File: src/hdl/dmc_ram.sv
// dmc_ram: simple dual-port synchronous ram, one write and one read port
// read data is registered
// no dependencies
module dmc_ram #(
    parameter int DEPTH_BITS = 6,
    parameter int WIDTH      = 32
) (
    input  logic                  clk,
    input  logic                  we,
    input  logic [DEPTH_BITS-1:0] waddr,
    input  logic [WIDTH-1:0]      wdata,
    input  logic [DEPTH_BITS-1:0] raddr,
    output logic [WIDTH-1:0]      rdata
);

    localparam int DEPTH = 1 << DEPTH_BITS;

    logic [WIDTH-1:0] mem_reg [DEPTH];
    logic [WIDTH-1:0] rdata_reg;

    always_ff @(posedge clk)
    begin
        if (we)
        begin
            mem_reg[waddr] <= wdata;
        end
        rdata_reg <= mem_reg[raddr];
    end

    assign rdata = rdata_reg;

endmodule

File: config.mk
export PLATFORM = sky130hd
export DESIGN_NAME = dmc_ram
export DESIGN_NICKNAME = d
export VERILOG_FILES = /design/src/hdl/dmc_ram.sv
export SDC_FILE = /design/constraint.sdc
export NUM_CORES = 2
export LEC_CHECK = 0
export BUFFER_PORTS_ARGS = -buffer_cell sky130_fd_sc_hd__clkbuf_2
export CORE_MARGIN = 2
export CORE_UTILIZATION = 55
export CTS_CLUSTER_DIAMETER = 50
export DETAILED_ROUTE_END_ITERATION = 6
export PLACE_DENSITY = 0.74
export SLEW_MARGIN = 40
export SYNTH_ARGS = -nofsm -noshare
export SYNTH_HDL_FRONTEND = slang
export SYNTH_SLANG_ARGS = --single-unit
File: constraint.sdc
create_clock -name clk -period 3.1 [get_ports clk]
set_input_delay 0 -clock clk [delete_from_list [all_inputs] [get_ports clk]]
set_output_delay 0 -clock clk [all_outputs]
set_load 0.01 [all_outputs]
After elaboration in Yosys (flattened, before gate mapping)
Memories as Yosys holds them, arrays and structs flattened. A register that Yosys moved wholly into a read port is not among the register bits.
Index checks and enable logic that the tools add are counted.
{ "word_totals": {"in_bits": 46, "ram_bits": 2048, "mem_count": 1, "reg_bits": 0, "rom_bits": 0, "latch_bits": 0} }
{ "op_classes": {"reduce_logical": 0, "n_addsub": 0, "n_div": 0, "mux": 2, "mul": 0, "n_eq_ne": 0, "magnitude_cmp": 0, "bitwise_logic": 0, "shift": 0} }
{ "memory_table": {"columns": ["memory", "words", "word_bits", "rd", "rd_ports_with_merged_regs", "write_ports", "line_no", "source"], "rows": [
  ["mem_reg", 64, 32, 1, 1, 1, "18", "logic [WIDTH-1:0] mem_reg [DEPTH];"]
]} }
{ "op_table": {"columns": ["op", "count"], "rows": [
  ["$mux W1", 2]
]} }

Logic depth before layout (Yosys ltp)
{ "depth": {"ltp_word": 2, "ltp_mapped": 10} }

Worst setup path before layout
No wires, ideal clock.
{ "synth_timing": {"path_kind": "input-to-reg", "startpoint": "in waddr[3]", "endpoint": "mem mem_reg[48][0], enable pin", "cell_stages": 4, "required_time_ps": 2639, "setup_ps": 461, "setup_slack_ps": -60, "t_arrival_ps": 2699, "path_cell_list": "clkbuf_1 > nor2b_1 > nand4b_1 > nor3_1"} }
{ "synth_rtl": {"columns": ["element", "line_no", "source"], "rows": [
  ["start, declared", "10", "input logic [DEPTH_BITS-1:0] waddr,"],
  ["end, declared", "18", null]
]} }
No word-level cell before the write port.

==> flow_metrics.tcl <==
set metrics [dict create \
    status "finished clean" \
    vdd_drop_max_mv 0.4989 \
    hold_path_depth 3 \
    cts_tree "done" \
    cpMaxStageDelayCell "dlygate4sd3_1" \
    finalPower_mw 57.37 \
    ios 78 \
    start_util_pct 55.45 \
    max_freq_mhz 423.3 \
    worstReg2RegStart "mem_reg[36][0]$_DFFE_PP_" \
    r2r_setup_slack_ns 0.74 \
    busiest_layer "met2" \
    fin_skew_ns 0.03496 \
    cp_common_cell "mux4_2" \
    required_ns 3.79 \
    die_y_um 381.8 \
    grt_overflow 0 \
    grt_pass1_wl_um 278300 \
    synth_nets 3370 \
    cp_cell_sequence "mux4_2 -> mux4_2 -> o22ai_1 -> dlygate4sd3_1 -> nor2_1" \
    ys_ff_latch 2080 \
    postSynthCellCount 3324 \
    clock_path_buffers 3 \
    syn-mean-instance-area_sq_um 23.62 \
    hold_ws_ns 0.006687 \
    clk_latency_ns 0.83 \
    clkSinkCount 2080 \
    die_x_um 381.8 \
    vias 38180 \
    hpwlAfterDp_um 106400 \
    end_kind "register" \
    grtUsageMet2_pct 42.78 \
    drt_iter0_drc 5672 \
    arrival_ns 3.06 \
    tns_ns 0 \
    placed_cell_area_sq_um 83110 \
    ctsResizeCount 0 \
    hold_viol 0 \
    first_pass_iters 6 \
    cts-root-buf "clkbuf_16" \
    grt_pass1_vias 38180 \
    final_cell_mix "edfxtp_1, mux4_2, clkbuf_16, buf_4, mux2i_1" \
    clkTransAtPathRegs_ns 0.07 \
    hp-class "in -> reg" \
    routabilityCongestion 0.8244 \
    nFillCells 9036 \
    max_stage_delay_ns 0.61 \
    postCtsSetupRepairBufs 0 \
    port_buffers 77 \
    nets 3702 \
    r2r_cells 5 \
    rsz0062_at_grt "false" \
    drt_wl_total_um 195000 \
    crit_type "reg -> reg" \
    r2r_end "rdata[0]$_DFF_P_" \
    drc_errors 0 \
    post-route-period-util_pct 76.20 \
    crit_path_start_kind "register" \
    tightest_slew_ns 0.8797 \
    drive_above_1_share_pct 30.27 \
    detail-route-antenna-nets 0 \
    largest_register_ffs 2048 \
    core_sq_um 141600 \
    synth-warning-count 0 \
    hp-start "waddr[3]" \
    grt_start_max_net_pins 65 \
    grt_usage_pct 27.06 \
    final_common_cell "edfxtp_1" \
    power.density_nw_per_um2 639.2 \
    crit_fanout 1 \
    antenna_found_initial 11 \
    h-tree-depth 4 \
    relSlewSlack_pct 40.95 \
    setup_violations 0 \
    fin_crit_ns 2.362 \
    finalInstanceArea_sq_um 89750 \
    p_leak_nw 28.10 \
    viasPerCell 6.679 \
    seq_area_frac_synth_pct 79.14 \
    rows 138 \
    gr-usage-met3_pct 5.872 \
    grtUsageMet1_pct 38.36 \
    slew_violations 0 \
    finish.utilization_pct 63.39 \
    cts_buffers 197 \
    cap_violations 0 \
    syn_to_final_growth_pct 14.32 \
    hold_path_end "mem_reg[57][6]$_DFFE_PP_" \
    syn_area_sq_um 78520 \
    die-area_sq_um 145800 \
    synth_cell_types 34 \
    wl_per_cell_um 34.10 \
]
## final cells by class
cell class,instances,area [sq um],share of cell area (%)
Antenna cell,5,12.51,0.01394
Clock buffer,262,5393,6.008
Clock inverter,103,828.3,0.9228
Multi-Input combinational cell,1062,15990,17.81
Sequential cell,2080,62140,69.23
Tap cell,1890,2365,2.635
Timing Repair Buffer,315,3032,3.378
## per-stage QoR
step / setup WS, ns / instances
floorplan: 0.4481 / 3324
global placement: 0.2443 / 5306
detailed placement: 0.2155 / 5306
CTS: 0.7181 / 5711
global route: 0.7064 / 5712
finish: 0.7377 / 5717
## how the worst max path moves through the flow
stage	startpoint	end	slack [ns]
global placement	raddr[0]	rdata[13]$_DFF_P_	0.24
finish	mem_reg[36][0]$_DFFE_PP_	rdata[0]$_DFF_P_	0.74
CTS	mem_reg[36][0]$_DFFE_PP_	rdata[0]$_DFF_P_	0.72
floorplan	waddr[5]	mem_reg[39][0]$_DFFE_PP_	0.45
detailed placement	raddr[0]	rdata[13]$_DFF_P_	0.22
global route	mem_reg[39][0]$_DFFE_PP_	rdata[0]$_DFF_P_	0.71
## cell usage after synthesis
cell | instances | area share, %
nand4b_1 | 1 | 0.011
nand2_1 | 26 | 0.12
o22ai_1 | 84 | 0.67
buf_2 | 57 | 0.36
nand3_1 | 5 | 0.032
mux4_2 | 544 | 16
a22oi_1 | 12 | 0.11
a31oi_1 | 1 | 0.0080
buf_6 | 5 | 0.072
nand4_1 | 2 | 0.016
buf_4 | 25 | 0.24
clkbuf_1 | 74 | 0.35
o221ai_1 | 27 | 0.30
buf_1 | 21 | 0.10
mux2i_1 | 93 | 1.2
nor3_1 | 7 | 0.045
a311oi_1 | 8 | 0.089
edfxtp_1 | 2048 | 78
nand2b_1 | 8 | 0.064
or2_1 | 1 | 0.0080
nor2_1 | 137 | 0.65
or3b_1 | 2 | 0.022
nor2b_1 | 15 | 0.12
or3_1 | 3 | 0.024
nand3b_1 | 5 | 0.048
dfxtp_1 | 32 | 0.82
and2_1 | 2 | 0.016
or2_2 | 1 | 0.0080
or2_0 | 1 | 0.0080
a41o_1 | 4 | 0.051
o32ai_1 | 4 | 0.045
or3b_2 | 3 | 0.033
and3_1 | 4 | 0.032
a21oi_1 | 62 | 0.40
## kinds of logic (layout without fill, tap and decap cells)
logic type             Yosys count  in the layout  share of synthesized area, %
muxes                          637            637                         16.79
AOI/OAI and AO/OA              202            202                         1.673
buffers and inverters          182            680                         1.128
other                            0              5                             0
and+or+nand+nor                223            223                         1.265
DFF                           2080           2080                         79.14
## routing by layer
metal,up-vias,share of wire (%)
li1,14950,-
met3,370,12
met5,-,0.047
met2,2548,48
met1,20300,37
met4,14,3.1
## power breakdown
group	internal, mW	switching, mW	total, mW
clock	13.1	10.1	23.2
sequential	31.1	0.160	31.3
combinational	1.14	1.72	2.86
total	45.3	12.0	57.4
## worst max-delay path: cells and delay by family (launching register included)
family	cells	cell delay, ns
AO/OA/AOI/OAI	1	0.21
buffers and inverters	1	0.61
flip-flops	1	0.37
AND/OR/NAND/NOR	1	0.05
multiplexers	2	0.99
## what timing repair did
item / in CTS / in global routing
setup endpoints to repair: 0 / 0
hold buffers: 40 / 0
endpoints found under the hold margin: 1840 / 0
Note: power is estimated with default switching activity, not from simulation.
